<file path="config.mk">
export PLATFORM = sky130hd
export DESIGN_NAME = local_mean_sidereal_time_unit
export DESIGN_NICKNAME = d
export VERILOG_FILES = /design/src/rtl/core/lmst_pkg.sv /design/src/rtl/core/lmst_divider.sv /design/src/rtl/core/local_mean_sidereal_time_unit.sv
export VERILOG_INCLUDE_DIRS = /design/src /design/src/rtl/core
export SDC_FILE = /design/constraint.sdc
export NUM_CORES = 2
export LEC_CHECK = 0
export ABC_CLOCK_PERIOD_IN_PS = 119300
export BUFFER_PORTS_ARGS = -buffer_cell sky130_fd_sc_hd__buf_4
export CELL_PAD_IN_SITES_DETAIL_PLACEMENT = 1
export CELL_PAD_IN_SITES_GLOBAL_PLACEMENT = 1
export CORE_MARGIN = 4
export CORE_UTILIZATION = 45
export CTS_BUF_LIST = sky130_fd_sc_hd__clkbuf_16
export DETAILED_ROUTE_END_ITERATION = 16
export GPL_TIMING_DRIVEN = 0
export PLACE_DENSITY = 0.67
export SLEW_MARGIN = 20
export SYNTH_ARGS = -nofsm -noshare
export SYNTH_HDL_FRONTEND = slang
export SYNTH_SLANG_ARGS = --single-unit
</file>
<file path="constraint.sdc">
create_clock -name clk -period 119.3 [get_ports clk]
set_input_delay 5.965 -clock clk [delete_from_list [all_inputs] [get_ports clk]]
set_output_delay 5.965 -clock clk [all_outputs]
set_load 0.01 [all_outputs]
</file>
<file path="src/rtl/core/assert_macros.svh">
// ---------------------------------------------------------------------------
// Assertion macros shared by the RTL of the sidereal time block.
// Both macros expect a signal named clk in the enclosing module; LMST_ASSERT also expects rst_n.
// ---------------------------------------------------------------------------
`ifndef ASSERT_MACROS_SVH
`define ASSERT_MACROS_SVH

// Clocked check, switched off while reset is asserted
`define LMST_ASSERT(lbl, prop, msg) \
  lbl: assert property (@(posedge clk) disable iff (!rst_n) prop) else $error(msg);

// Clocked check that also runs through reset
`define LMST_ASSERT_ALWAYS(lbl, prop, msg) \
  lbl: assert property (@(posedge clk) prop) else $error(msg);

`endif

</file>
<file path="src/rtl/core/lmst_pkg.sv">
// ---------------------------------------------------------------------------
// lmst_pkg
// Constants, types and calendar tables of the local mean sidereal time block.
// All scaled constants share the denominator 46080000000000 = 32*1440*10^9.
// ---------------------------------------------------------------------------
package lmst_pkg;

  // Fraction bits produced by the divider, and width of the result port
  localparam int FRAC_BITS  = 32;
  localparam int OUT_W      = 32;

  // Datapath widths
  localparam int NUM_W      = 54;   // numerator entering the divider
  localparam int REM_W      = 46;   // remainder, always below DENOM
  localparam int RED_STAGES = 9;    // subtracts DENOM<<8 .. DENOM<<0

  // Calendar limits
  localparam logic [11:0] EPOCH_YEAR = 12'd2025;
  localparam logic [11:0] LAST_YEAR  = 12'd2280;
  localparam logic [16:0] MAX_DAYS   = 17'd93501;  // 2280-12-31

  // Scaled constants
  localparam logic [REM_W-1:0] DENOM    = 46'd46080000000000;
  localparam logic [NUM_W-1:0] DENOM_N  = {{(NUM_W-REM_W){1'b0}}, DENOM};
  // base term plus two whole turns, so the sum never goes negative
  localparam logic [47:0]      BASE_OFS = 48'd105074981936640;
  // per day excess over a whole turn: DAY_MUL << DAY_SHIFT
  localparam logic [26:0]      DAY_MUL  = 27'd123205905;
  localparam int               DAY_SHIFT = 10;
  // per UT minute: TOD_MUL << TOD_SHIFT
  localparam logic [29:0]      TOD_MUL  = 30'd1002737909;
  localparam int               TOD_SHIFT = 5;
  // per longitude step of 1/65536 degree
  localparam logic [20:0]      LON_MUL  = 21'd1953125;

  // Control bits that travel with each pipeline slot
  typedef struct packed {
    logic vld;
    logic err;
  } lmst_ctl_t;

  // Days in the year before the first of the month
  function automatic logic [8:0] days_before(input logic [3:0] month);
    logic [8:0] n;
    unique case (month)
      4'd2:    n = 9'd31;
      4'd3:    n = 9'd59;
      4'd4:    n = 9'd90;
      4'd5:    n = 9'd120;
      4'd6:    n = 9'd151;
      4'd7:    n = 9'd181;
      4'd8:    n = 9'd212;
      4'd9:    n = 9'd243;
      4'd10:   n = 9'd273;
      4'd11:   n = 9'd304;
      4'd12:   n = 9'd334;
      default: n = 9'd0;
    endcase
    return n;
  endfunction

  // Length of the month
  function automatic logic [4:0] month_len(input logic [3:0] month, input logic leap);
    logic [4:0] n;
    unique case (month)
      4'd2:                   n = leap ? 5'd29 : 5'd28;
      4'd4, 4'd6, 4'd9, 4'd11: n = 5'd30;
      default:                n = 5'd31;
    endcase
    return n;
  endfunction

endpackage

</file>
<file path="src/rtl/core/lmst_divider.sv">
// ---------------------------------------------------------------------------
// lmst_divider
// Pipelined long division of the scaled sum by DENOM. The first stages
// strip whole turns, the rest produce one fraction bit each.
// ---------------------------------------------------------------------------
`include "assert_macros.svh"

module lmst_divider (
  input  logic                        clk,
  input  logic                        rst_n,
  input  logic                        en,
  input  lmst_pkg::lmst_ctl_t         num_ctl,
  input  logic [lmst_pkg::NUM_W-1:0]  num,
  output lmst_pkg::lmst_ctl_t         frac_ctl,
  output logic [lmst_pkg::OUT_W-1:0]  frac
);

  // Turn reduction stages
  logic [lmst_pkg::NUM_W-1:0]     red_r     [lmst_pkg::RED_STAGES];
  lmst_pkg::lmst_ctl_t            red_ctl_r [lmst_pkg::RED_STAGES];

  // Last reduction stage, below one turn
  logic [lmst_pkg::NUM_W-1:0]     red_last;
  lmst_pkg::lmst_ctl_t            red_last_ctl;

  // Fraction stages (the last one writes the output registers)
  logic [lmst_pkg::REM_W-1:0]     frc_rem_r [lmst_pkg::FRAC_BITS-1];
  logic [lmst_pkg::FRAC_BITS-1:0] frc_q_r   [lmst_pkg::FRAC_BITS-1];
  lmst_pkg::lmst_ctl_t            frc_ctl_r [lmst_pkg::FRAC_BITS-1];

  logic [lmst_pkg::OUT_W-1:0]     frac_r;
  lmst_pkg::lmst_ctl_t            frac_ctl_r;

  // Subtract DENOM << (RED_STAGES-1-j) when it fits
  for (genvar j = 0; j < lmst_pkg::RED_STAGES; j++) begin : g_red
    logic [lmst_pkg::NUM_W-1:0] src;
    logic [lmst_pkg::NUM_W-1:0] dvs;
    lmst_pkg::lmst_ctl_t        src_ctl;

    if (j == 0) begin : g_head
      assign src     = num;
      assign src_ctl = num_ctl;
    end else begin : g_body
      assign src     = red_r[j-1];
      assign src_ctl = red_ctl_r[j-1];
    end

    assign dvs = lmst_pkg::DENOM_N << (lmst_pkg::RED_STAGES - 1 - j);

    always_ff @(posedge clk) begin
      if (!rst_n) begin
        red_ctl_r[j] <= '0;
      end else if (en) begin
        red_ctl_r[j] <= src_ctl;
      end
    end

    always_ff @(posedge clk) begin
      if (en) begin
        red_r[j] <= (src >= dvs) ? (src - dvs) : src;
      end
    end
  end

  assign red_last     = red_r[lmst_pkg::RED_STAGES-1];
  assign red_last_ctl = red_ctl_r[lmst_pkg::RED_STAGES-1];

  // Restoring division, one quotient bit per stage
  for (genvar i = 0; i < lmst_pkg::FRAC_BITS; i++) begin : g_frc
    logic [lmst_pkg::REM_W-1:0]     src_rem;
    logic [lmst_pkg::FRAC_BITS-1:0] src_q;
    lmst_pkg::lmst_ctl_t            src_ctl;
    logic [lmst_pkg::REM_W:0]       dbl;
    logic [lmst_pkg::REM_W:0]       dif;
    logic                           qbit;
    logic [lmst_pkg::FRAC_BITS-1:0] q_nxt;

    if (i == 0) begin : g_head
      assign src_rem = red_last[lmst_pkg::REM_W-1:0];
      assign src_q   = '0;
      assign src_ctl = red_last_ctl;
    end else begin : g_body
      assign src_rem = frc_rem_r[i-1];
      assign src_q   = frc_q_r[i-1];
      assign src_ctl = frc_ctl_r[i-1];
    end

    assign dbl   = {src_rem, 1'b0};
    assign dif   = dbl - {1'b0, lmst_pkg::DENOM};
    assign qbit  = (dbl >= {1'b0, lmst_pkg::DENOM});
    assign q_nxt = {src_q[lmst_pkg::FRAC_BITS-2:0], qbit};

    if (i < lmst_pkg::FRAC_BITS - 1) begin : g_mid
      always_ff @(posedge clk) begin
        if (!rst_n) begin
          frc_ctl_r[i] <= '0;
        end else if (en) begin
          frc_ctl_r[i] <= src_ctl;
        end
      end

      always_ff @(posedge clk) begin
        if (en) begin
          frc_rem_r[i] <= qbit ? dif[lmst_pkg::REM_W-1:0] : dbl[lmst_pkg::REM_W-1:0];
          frc_q_r[i]   <= q_nxt;
        end
      end
    end else begin : g_last
      logic [lmst_pkg::OUT_W-1:0] aligned;

      // Bring the quotient to the 32-bit result scale
      if (lmst_pkg::FRAC_BITS >= lmst_pkg::OUT_W) begin : g_trunc
        assign aligned = q_nxt[lmst_pkg::FRAC_BITS-1 -: lmst_pkg::OUT_W];
      end else begin : g_pad
        assign aligned = {q_nxt, {(lmst_pkg::OUT_W-lmst_pkg::FRAC_BITS){1'b0}}};
      end

      always_ff @(posedge clk) begin
        if (!rst_n) begin
          frac_ctl_r <= '0;
        end else if (en) begin
          frac_ctl_r <= src_ctl;
        end
      end

      // Flagged items leave with a zero fraction
      always_ff @(posedge clk) begin
        if (en) begin
          frac_r <= src_ctl.err ? '0 : aligned;
        end
      end
    end
  end

  assign frac     = frac_r;
  assign frac_ctl = frac_ctl_r;

  // Checks
  `LMST_ASSERT(a_turns_removed, red_last_ctl.vld |-> red_last < lmst_pkg::DENOM_N, "turns remain")
  `LMST_ASSERT(a_hold_on_stall, !en |=> $stable(frac) && $stable(frac_ctl), "stall not held")
  `LMST_ASSERT(a_error_zero, frac_ctl_r.vld && frac_ctl_r.err |-> frac_r == '0, "flagged nonzero")

endmodule

</file>
<file path="src/rtl/core/local_mean_sidereal_time_unit.sv">
// ---------------------------------------------------------------------------
// local_mean_sidereal_time_unit
// Local mean sidereal time of a civil timestamp as a 32-bit day fraction.
// ---------------------------------------------------------------------------
// Usage:
//  - Input channel in_*: one timestamp per transaction (year, month, day,
//    hour, minute, whole-hour zone, longitude in 1/65536 degree).
//  - Output channel out_*: one result per input transaction, in order, with
//    out_input_error set and a zero fraction for out-of-range date/time/zone.
//  - From acceptance to out_valid the pipeline has four stages for the day
//    count, the three products and two adds, then a 41-stage long division
//    (9 stages strip whole turns, 32 give one fraction bit each).
//  - Throughput is one transaction per cycle while out_ready is high.
//  - When a result waits with out_ready low the whole pipeline holds and
//    in_ready drops; nothing is lost or repeated. A free output slot lets
//    the pipeline move and in_ready rise again.
//  - Synchronous active-low reset empties every stage; no configuration
//    and no state carry over between transactions.
// ---------------------------------------------------------------------------
`include "assert_macros.svh"

module local_mean_sidereal_time_unit (
  input  logic                clk,
  input  logic                rst_n,
  input  logic                in_valid,
  output logic                in_ready,
  input  logic [11:0]         in_year,
  input  logic [3:0]          in_month,
  input  logic [4:0]          in_day,
  input  logic [4:0]          in_hour,
  input  logic [5:0]          in_minute,
  input  logic signed [4:0]   in_zone_hours,
  input  logic signed [24:0]  in_longitude,
  output logic                out_valid,
  input  logic                out_ready,
  output logic [31:0]         out_sidereal_fraction,
  output logic                out_input_error
);

  logic                             en;
  lmst_pkg::lmst_ctl_t              frac_ctl;
  logic [lmst_pkg::OUT_W-1:0]       frac;

  // Stage 1: checks, day count, UT minute of day
  logic [11:0]                      ydiff;
  logic [7:0]                       yofs;
  logic [5:0]                       leaps;
  logic                             leap;
  logic                             leap_adj;
  logic                             err_nxt;
  logic [16:0]                      days_nxt;
  logic signed [12:0]               hz;
  logic signed [12:0]               tod_nxt;

  lmst_pkg::lmst_ctl_t              s1_ctl_r;
  logic [16:0]                      s1_days_r;
  logic signed [12:0]               s1_tod_r;
  logic signed [24:0]               s1_lon_r;

  // Stage 2: products
  lmst_pkg::lmst_ctl_t              s2_ctl_r;
  logic [43:0]                      s2_pd_r;
  logic signed [42:0]               s2_pt_r;
  logic signed [45:0]               s2_pl_r;

  // Stage 3: base, minute and longitude terms
  lmst_pkg::lmst_ctl_t              s3_ctl_r;
  logic [47:0]                      s3_sum_r;
  logic [43:0]                      s3_pd_r;

  // Stage 4: full numerator
  lmst_pkg::lmst_ctl_t              s4_ctl_r;
  logic [lmst_pkg::NUM_W-1:0]       s4_num_r;

  // Whole pipeline moves unless a finished result is held
  assign en       = !frac_ctl.vld || out_ready;
  assign in_ready = en;

  // Calendar: years since the epoch, leap days before this year
  always_comb begin
    ydiff    = in_year - lmst_pkg::EPOCH_YEAR;
    yofs     = ydiff[7:0];
    leaps    = yofs[7:2] - 6'(yofs >= 8'd76) - 6'(yofs >= 8'd176);
    leap     = (in_year[1:0] == 2'b00) && (in_year != 12'd2100) && (in_year != 12'd2200);
    leap_adj = (in_month > 4'd2) && leap;
    days_nxt = 17'(yofs) * 17'd365 + 17'(leaps) + 17'(lmst_pkg::days_before(in_month))
             + 17'(leap_adj) + 17'(in_day) - 17'd1;
  end

  // Range checks
  always_comb begin
    err_nxt = (in_year < lmst_pkg::EPOCH_YEAR) || (in_year > lmst_pkg::LAST_YEAR)
           || (in_month == 4'd0) || (in_month > 4'd12)
           || (in_hour > 5'd23) || (in_minute > 6'd59)
           || (in_zone_hours < -5'sd12) || (in_zone_hours > 5'sd14)
           || (in_day == 5'd0) || (in_day > lmst_pkg::month_len(in_month, leap));
  end

  // UT minute of the day, may fall below zero or past one day
  always_comb begin
    hz      = $signed({8'b0, in_hour}) - $signed({{8{in_zone_hours[4]}}, in_zone_hours});
    tod_nxt = hz * 13'sd60 + $signed({7'b0, in_minute});
  end

  // Control registers of stages 1..4
  always_ff @(posedge clk) begin
    if (!rst_n) begin
      s1_ctl_r <= '0;
      s2_ctl_r <= '0;
      s3_ctl_r <= '0;
      s4_ctl_r <= '0;
    end else if (en) begin
      s1_ctl_r <= '{vld: in_valid, err: err_nxt};
      s2_ctl_r <= s1_ctl_r;
      s3_ctl_r <= s2_ctl_r;
      s4_ctl_r <= s3_ctl_r;
    end
  end

  // Datapath registers of stages 1..4
  always_ff @(posedge clk) begin
    if (en) begin
      s1_days_r <= days_nxt;
      s1_tod_r  <= tod_nxt;
      s1_lon_r  <= in_longitude;

      s2_pd_r   <= 44'(s1_days_r) * 44'(lmst_pkg::DAY_MUL);
      s2_pt_r   <= 43'(s1_tod_r) * $signed(43'(lmst_pkg::TOD_MUL));
      s2_pl_r   <= 46'(s1_lon_r) * $signed(46'(lmst_pkg::LON_MUL));

      // sum lies in [0, 2^48) for every input pattern
      s3_sum_r  <= lmst_pkg::BASE_OFS + {s2_pt_r, {lmst_pkg::TOD_SHIFT{1'b0}}} + 48'(s2_pl_r);
      s3_pd_r   <= s2_pd_r;

      s4_num_r  <= 54'(s3_sum_r) + {s3_pd_r, {lmst_pkg::DAY_SHIFT{1'b0}}};
    end
  end

  lmst_divider u_div (
    .clk      (clk),
    .rst_n    (rst_n),
    .en       (en),
    .num_ctl  (s4_ctl_r),
    .num      (s4_num_r),
    .frac_ctl (frac_ctl),
    .frac     (frac)
  );

  assign out_valid             = frac_ctl.vld;
  assign out_input_error       = frac_ctl.err;
  assign out_sidereal_fraction = frac;

  // Checks
  `LMST_ASSERT_ALWAYS(a_reset_empties, !rst_n |=> !out_valid, "output valid after reset")
  `LMST_ASSERT(a_error_zero, out_valid && out_input_error |-> out_sidereal_fraction == '0, "flagged result carries a nonzero fraction")
  `LMST_ASSERT(a_day_bound, s1_ctl_r.vld && !s1_ctl_r.err |-> s1_days_r <= lmst_pkg::MAX_DAYS, "day count beyond the last supported date")

endmodule
</file>
After elaboration in Yosys (flattened, before gate mapping)
Memories as Yosys holds them, arrays and structs flattened. A register that Yosys moved wholly into a read port is not among the register bits.
Cells that the tools add are included.
W data, S select, Z words.

storage, ports and cells
  flip-flop bits (word level) = 376
  bits in writable memories = 2984
  bits in read-only memories = 144
  bits of input ports = 66
  output and inout port bits = 35
  logic and storage cells = 288
  memories kept = 6

cells by class
  $add $sub $neg = 53
  multipliers = 5
  magnitude comparators = 52
  equality and inequality tests = 7
  mux-type cells = 87
  bitwise operators = 40
  reduce and logical (&&, ||, !) cells = 18

memories
  memory           depth  bits a word  rd ports  clocked after Yosys merged registers in  write ports  RTL line            RTL
  u_div.frc_rem_r  31     46           31        0                                        31           lmst_divider.sv:27  logic [lmst_pkg::REM_W-1:0] frc_rem_r [lmst_pkg::FRAC_BITS-1];
  u_div.frc_q_r    31     32           31        1                                        31           lmst_divider.sv:28  logic [lmst_pkg::FRAC_BITS-1:0] frc_q_r [lmst_pkg::FRAC_BITS-1];
  u_div.red_r      9      54           9         0                                        9            lmst_divider.sv:19  logic [lmst_pkg::NUM_W-1:0] red_r [lmst_pkg::RED_STAGES];
  (no name shown)  16     9            1         0                                        0            lmst_pkg.sv:45      unique case (month)
  u_div.frc_ctl_r  31     2            31        0                                        31           lmst_divider.sv:29  lmst_pkg::lmst_ctl_t frc_ctl_r [lmst_pkg::FRAC_BITS-1];
  u_div.red_ctl_r  9      2            9         0                                        9            lmst_divider.sv:20  lmst_pkg::lmst_ctl_t red_ctl_r [lmst_pkg::RED_STAGES];

operator list
  cell                      number
  $ge A47 B46 Y1 const B    32
  $mux W46                  31
  $sub A46 B46 Y46 const B  31
  $mux W54                  9
  $mux W2                   40
  $add A48 B54 Y54          1
  $ge A54 B46 Y1 const B    1
  $ge A54 B47 Y1 const B    1
  $ge A54 B48 Y1 const B    1
  $ge A54 B49 Y1 const B    1
  $ge A54 B50 Y1 const B    1
  $ge A54 B51 Y1 const B    1
  $ge A54 B52 Y1 const B    1
  $ge A54 B53 Y1 const B    1
  $ge A54 B54 Y1 const B    1
  $sub A54 B46 Y54 const B  1
  $sub A54 B47 Y54 const B  1
  $sub A54 B48 Y54 const B  1
  $sub A54 B49 Y54 const B  1
  $sub A54 B50 Y54 const B  1
  $sub A54 B51 Y54 const B  1
  $sub A54 B52 Y54 const B  1
  $sub A54 B53 Y54 const B  1
  $sub A54 B54 Y54 const B  1
  other kinds (40)          100

Logic depth before layout (Yosys ltp)
  word-level depth = 10
  mapped depth = 34
  mapped depth without buffers = 34

Hierarchy
From an unflattened synthesis, not the netlist that was laid out.

unflattened totals
  cell total of the unflattened synthesis = 10640
  area, all modules = 134667.9 um^2

by module, submodules not included
  module                         times used  cells an instance  area each (um^2)  sequential area each (um^2)
  lmst_divider                   1           6695               91347.6           62920.3
  local_mean_sidereal_time_unit  1           3945               43320.3           10189.8

Least setup slack after synthesis
No wires, ideal clock.

  kind = input to output
  from = in out_ready
  to = out in_ready
  arrival time = 69334 ps
  data required time = 113335 ps
  setup slack = 44001 ps
  stages on the path = 3
  path buffers = 1
  cells stage by stage = nor2b_1 -> clkinv_1 -> clkbuf_1

between the ends
  cells in the longest elaborated chain, start to end = 1

RTL lines
  item                RTL line                             RTL
  start: declaration  local_mean_sidereal_time_unit.sv:35  input logic out_ready,
  $logic_or A1 B1 Y1  local_mean_sidereal_time_unit.sv:76  assign en = !frac_ctl.vld || out_ready;
  end: declaration    local_mean_sidereal_time_unit.sv:26  output logic in_ready,

No other way between the ends.

Worst setup path after layout
Ends and elaborated chain as after synthesis.

==> flow_summary_export.csv <==
group,metric,value,unit
synth,yosysTopAreaCell,"sky130_fd_sc_hd__edfxtp_1",
drt,finalWirelength,309,mm
setup_path,largest_driver_fanout_on_the_critical_path,59,
clock_network,cts-buffers-inserted,274,
synth,yosysTopAreaCellShare,0.545,
drt,dr.pass1.iters,5,
drt,final_antenna_net_count,0,
drt,met2RoutedLength,155,mm
synth,synth_compound_area_frac,0.0707,
clock_network,tritoncts,"done",
timing,slew_viol_final,0,
drt,post_drt_via_cell_ratio,5.33,
clock_network,postCtsSetupRepairBufs,0,
synth,synth_simple_gate_area_frac,0.0981,
synth,synth_xor_area_frac,0.0812,
synth,syn_area,0.134,sq mm
clock_network,cell_chosen_for_the_clock_root,"sky130_fd_sc_hd__clkbuf_16",
synth,syn-mean-instance-area,12.8,sq um
final_layout,final_common_cell,"sky130_fd_sc_hd__edfxtp_1",
synth,synthesis.yosys.warnings,0,
synth,ys.flop_type,"sky130_fd_sc_hd__edfxtp_1",
clock_network,htreeDepth,5,
outcome,status,"completed",
drt,route.met3.wl,9.41,mm
floorplanning,core-area,0.295,sq mm
final_layout,area_growth_syn_to_fin,11.7,%
drt,dr_total_vias,79800,
floorplanning,die_w,553,microns
job,maxCapViolCount,0,
final_layout,final_nets,12300,
timing,slew-limit-headroom,0.184,
setup_path,crit_top_cell,"sky130_fd_sc_hd__buf_16",
clock_network,hold_buffers,0,
synth,yosys-mux-area-fraction,0.00240,
global_routing,grt.total_usage,0.202,
clock_network,clkSinkCount,2438,
clock_network,cts.clk_slew.worst_paths,50,ps
floorplanning,overall_die_area,0.306,sq mm
final_layout,layout.cells.most_common_list,"2428 x sky130_fd_sc_hd__edfxtp_1, 1228 x sky130_fd_sc_hd__inv_1, 760 x sky130_fd_sc_hd__ha_1, 742 x sky130_fd_sc_hd__xnor2_1, 687 x sky130_fd_sc_hd__nand2_1",
synth,ys_seq_area_frac,0.547,
global_routing,global_route_wire_length_before_repair,494,mm
setup_path,crit_chain,"buf_4 > nor2b_1 > clkinv_1 > clkbuf_4 > buf_12 > buf_12 > buf_16 > buf_16 > buf_12 > buf_16 > buf_16 > buf_16 > buf_16 > buf_12 > buf_12 > buf_16 > buf_16 > buf_4",
global_routing,globalRouteOverflowTotal,0,
synth,gate_count_of_the_mapped_netlist,10400,
synth,async_flop_share,0,
clock_network,clock_network_latency_to_the_later_pin_of_the_worst_skew_pair,880,ps
synth,ys_types,116,
placed_design,gp_routability_congestion,0.874,
setup_path,timing.critical_path.to_type,"output pin",
drt,route.top_layer_used,"met4",
timing,fmax,0.0581,GHz
placed_design,dp_hpwl,240,mm
global_routing,grt_max_degree,61,
timing,grt_setup_unrepaired,"no",
synth,synth_fa_ha_area_frac,0.161,
synth,synthTopCellsByArea,"sky130_fd_sc_hd__edfxtp_1 55%, sky130_fd_sc_hd__fa_1 9.0%, sky130_fd_sc_hd__ha_1 7.1%",
floorplanning,die-height,553,microns
clock_network,cts_buffer_depth,4,
timing,finalSetupViolCount,0,
global_routing,grt_pass1_vias,86700,
global_routing,initial_antenna_violation_count,11,
setup_path,worstPathBufferInverterCount,17,
synth,main_combinational_cell_family_by_area_after_synthesis,"adder cells",
synth,synth.ff_latch_count,2438,
drt,drt-wirelength-per-cell,20.6,microns
placed_design,io_buffers,98,
drt,initialDrtViolationCount,4622,
setup_path,critPathKind,"input pin to output pin",
drt,wl_met1,137,mm
floorplanning,initial_core_util,0.454,
timing,post_layout_min_period,17210,ps
synth,post_synth_edffs,2428,
setup_path,critPathTopFamily,"buffers and inverters",
floorplanning,floorplan.rows,199,
final_layout,share_of_final_layout_standard_cells_stronger_than_drive_strength_1,0.0774,
timing,final.setup.tns,0,ps
synth,synth_nets,11800,
setup_path,worst_path_largest_cell_delay,490,ps
timing,fin_crit_sh,0.144,
drt,post-route-drc-count,0,
hold_path,hp-class,"register to register",
clock_network,post_cts.resized_instances,0,
setup_path,crit_path_slowest_cell,"sky130_fd_sc_hd__clkinv_1",
setup_path,critPathLaunchType,"input pin",
setup_path,worstPathRequired,113330,ps
timing,tightestPinTransition,1190,ps
timing,finalClockSkew,67.5,ps
setup_path,critPathArrivalTime,11250,ps
timing,hold_viol_final,0,
floorplanning,num_io_pins,101,
==> through the flow <==
| step | hold WS, ps | std cells | instance area (sq um) | setup slack (ps) | utilization |
|---|---|---|---|---|---|
| after floorplan | 400 | 10400 | 134000 | 44000 | - |
| after global placement | 400 | 14400 | 139000 | 14340 | 0.473 |
| after detailed placement | 405 | 14500 | 141000 | 101980 | 0.477 |
| after CTS | 369 | 15000 | 149000 | 101960 | 0.506 |
| after global routing | 371 | 15000 | 149000 | 101710 | 0.506 |
| final | 367 | 15000 | 149000 | 102090 | 0.506 |
==> layer usage <==
metal	global-route usage	vias to the layer above
met3	0.0194	417
met5	0	-
met4	0.0511	0
met1	0.270	40400
li1	-	37800
met2	0.353	1144
==> cell usage after synthesis (62+ instances only) <==
library cell,instances
sky130_fd_sc_hd__o21ai_1,62
sky130_fd_sc_hd__o21a_1,67
sky130_fd_sc_hd__xnor2_1,742
sky130_fd_sc_hd__xor2_1,498
sky130_fd_sc_hd__inv_1,1182
sky130_fd_sc_hd__ha_1,760
sky130_fd_sc_hd__nor2_1,510
sky130_fd_sc_hd__a21o_1,154
sky130_fd_sc_hd__nand2_1,688
sky130_fd_sc_hd__fa_1,602
sky130_fd_sc_hd__nand2b_1,73
sky130_fd_sc_hd__nor4_1,166
sky130_fd_sc_hd__buf_2,65
sky130_fd_sc_hd__edfxtp_1,2428
sky130_fd_sc_hd__o21ai_0,236
sky130_fd_sc_hd__nor2b_1,88
sky130_fd_sc_hd__nor3_1,229
sky130_fd_sc_hd__nand4_1,98
sky130_fd_sc_hd__and3_1,133
sky130_fd_sc_hd__nand3_1,213
sky130_fd_sc_hd__a21oi_1,503
==> state kept, by name, summed over array words and instances (netlist names) <==
signal / count
u_div.frc_q_r: 496
s2_pl_r: 46
s2_ctl_r: 2
s3_pd_r: 44
s1_tod_r: 13
s1_days_r: 17
u_div.frac_ctl: 2
s3_sum_r: 48
u_div.red_r: 478
s1_lon_r: 25
s2_pd_r: 44
s1_ctl_r: 2
u_div.frac: 32
u_div.red_ctl_r: 18
s4_ctl_r: 2
s4_num_r: 54
u_div.frc_ctl_r: 62
u_div.frc_rem_r: 1008
s2_pt_r: 43
s3_ctl_r: 2
==> logic make-up after synthesis <==
group	count (synthesis)
buf+inv	1343
fa+ha+maj	1362
mux	30
compound gates	1454
simple gates	2544
flops	2438
xor+xnor	1240
==> layout make-up <==
| class | instances | area (sq um) |
|---|---|---|
| Antenna cell | 2 | 5.00 |
| Buffer | 147 | 790 |
| Clock buffer | 276 | 6910 |
| Clock inverter | 214 | 1760 |
| Fill cell | 29800 | 145000 |
| Inverter | 1196 | 4490 |
| Multi-Input combinational cell | 6630 | 55300 |
| Sequential cell | 2438 | 73100 |
| Tap cell | 3919 | 4900 |
| Timing Repair Buffer | 152 | 2020 |
==> path summary, 6_finish.rpt <==
check,from,endpoint,slack [ps],cells after the start
worst max-delay path,out_ready,in_ready,102090,18
worst min-delay path,u_div.frc_q_r[10][10],u_div.frc_q_r[11][11],370,0
worst max register to register,s1_lon_r[4],s2_pl_r[43],111950,22
worst min register to register,u_div.frc_q_r[10][10],u_div.frc_q_r[11][11],370,0
Power is left out: the tool's default activity adds up to more than one toggle a clock period on the data nets, which glitch-free logic cannot reach.
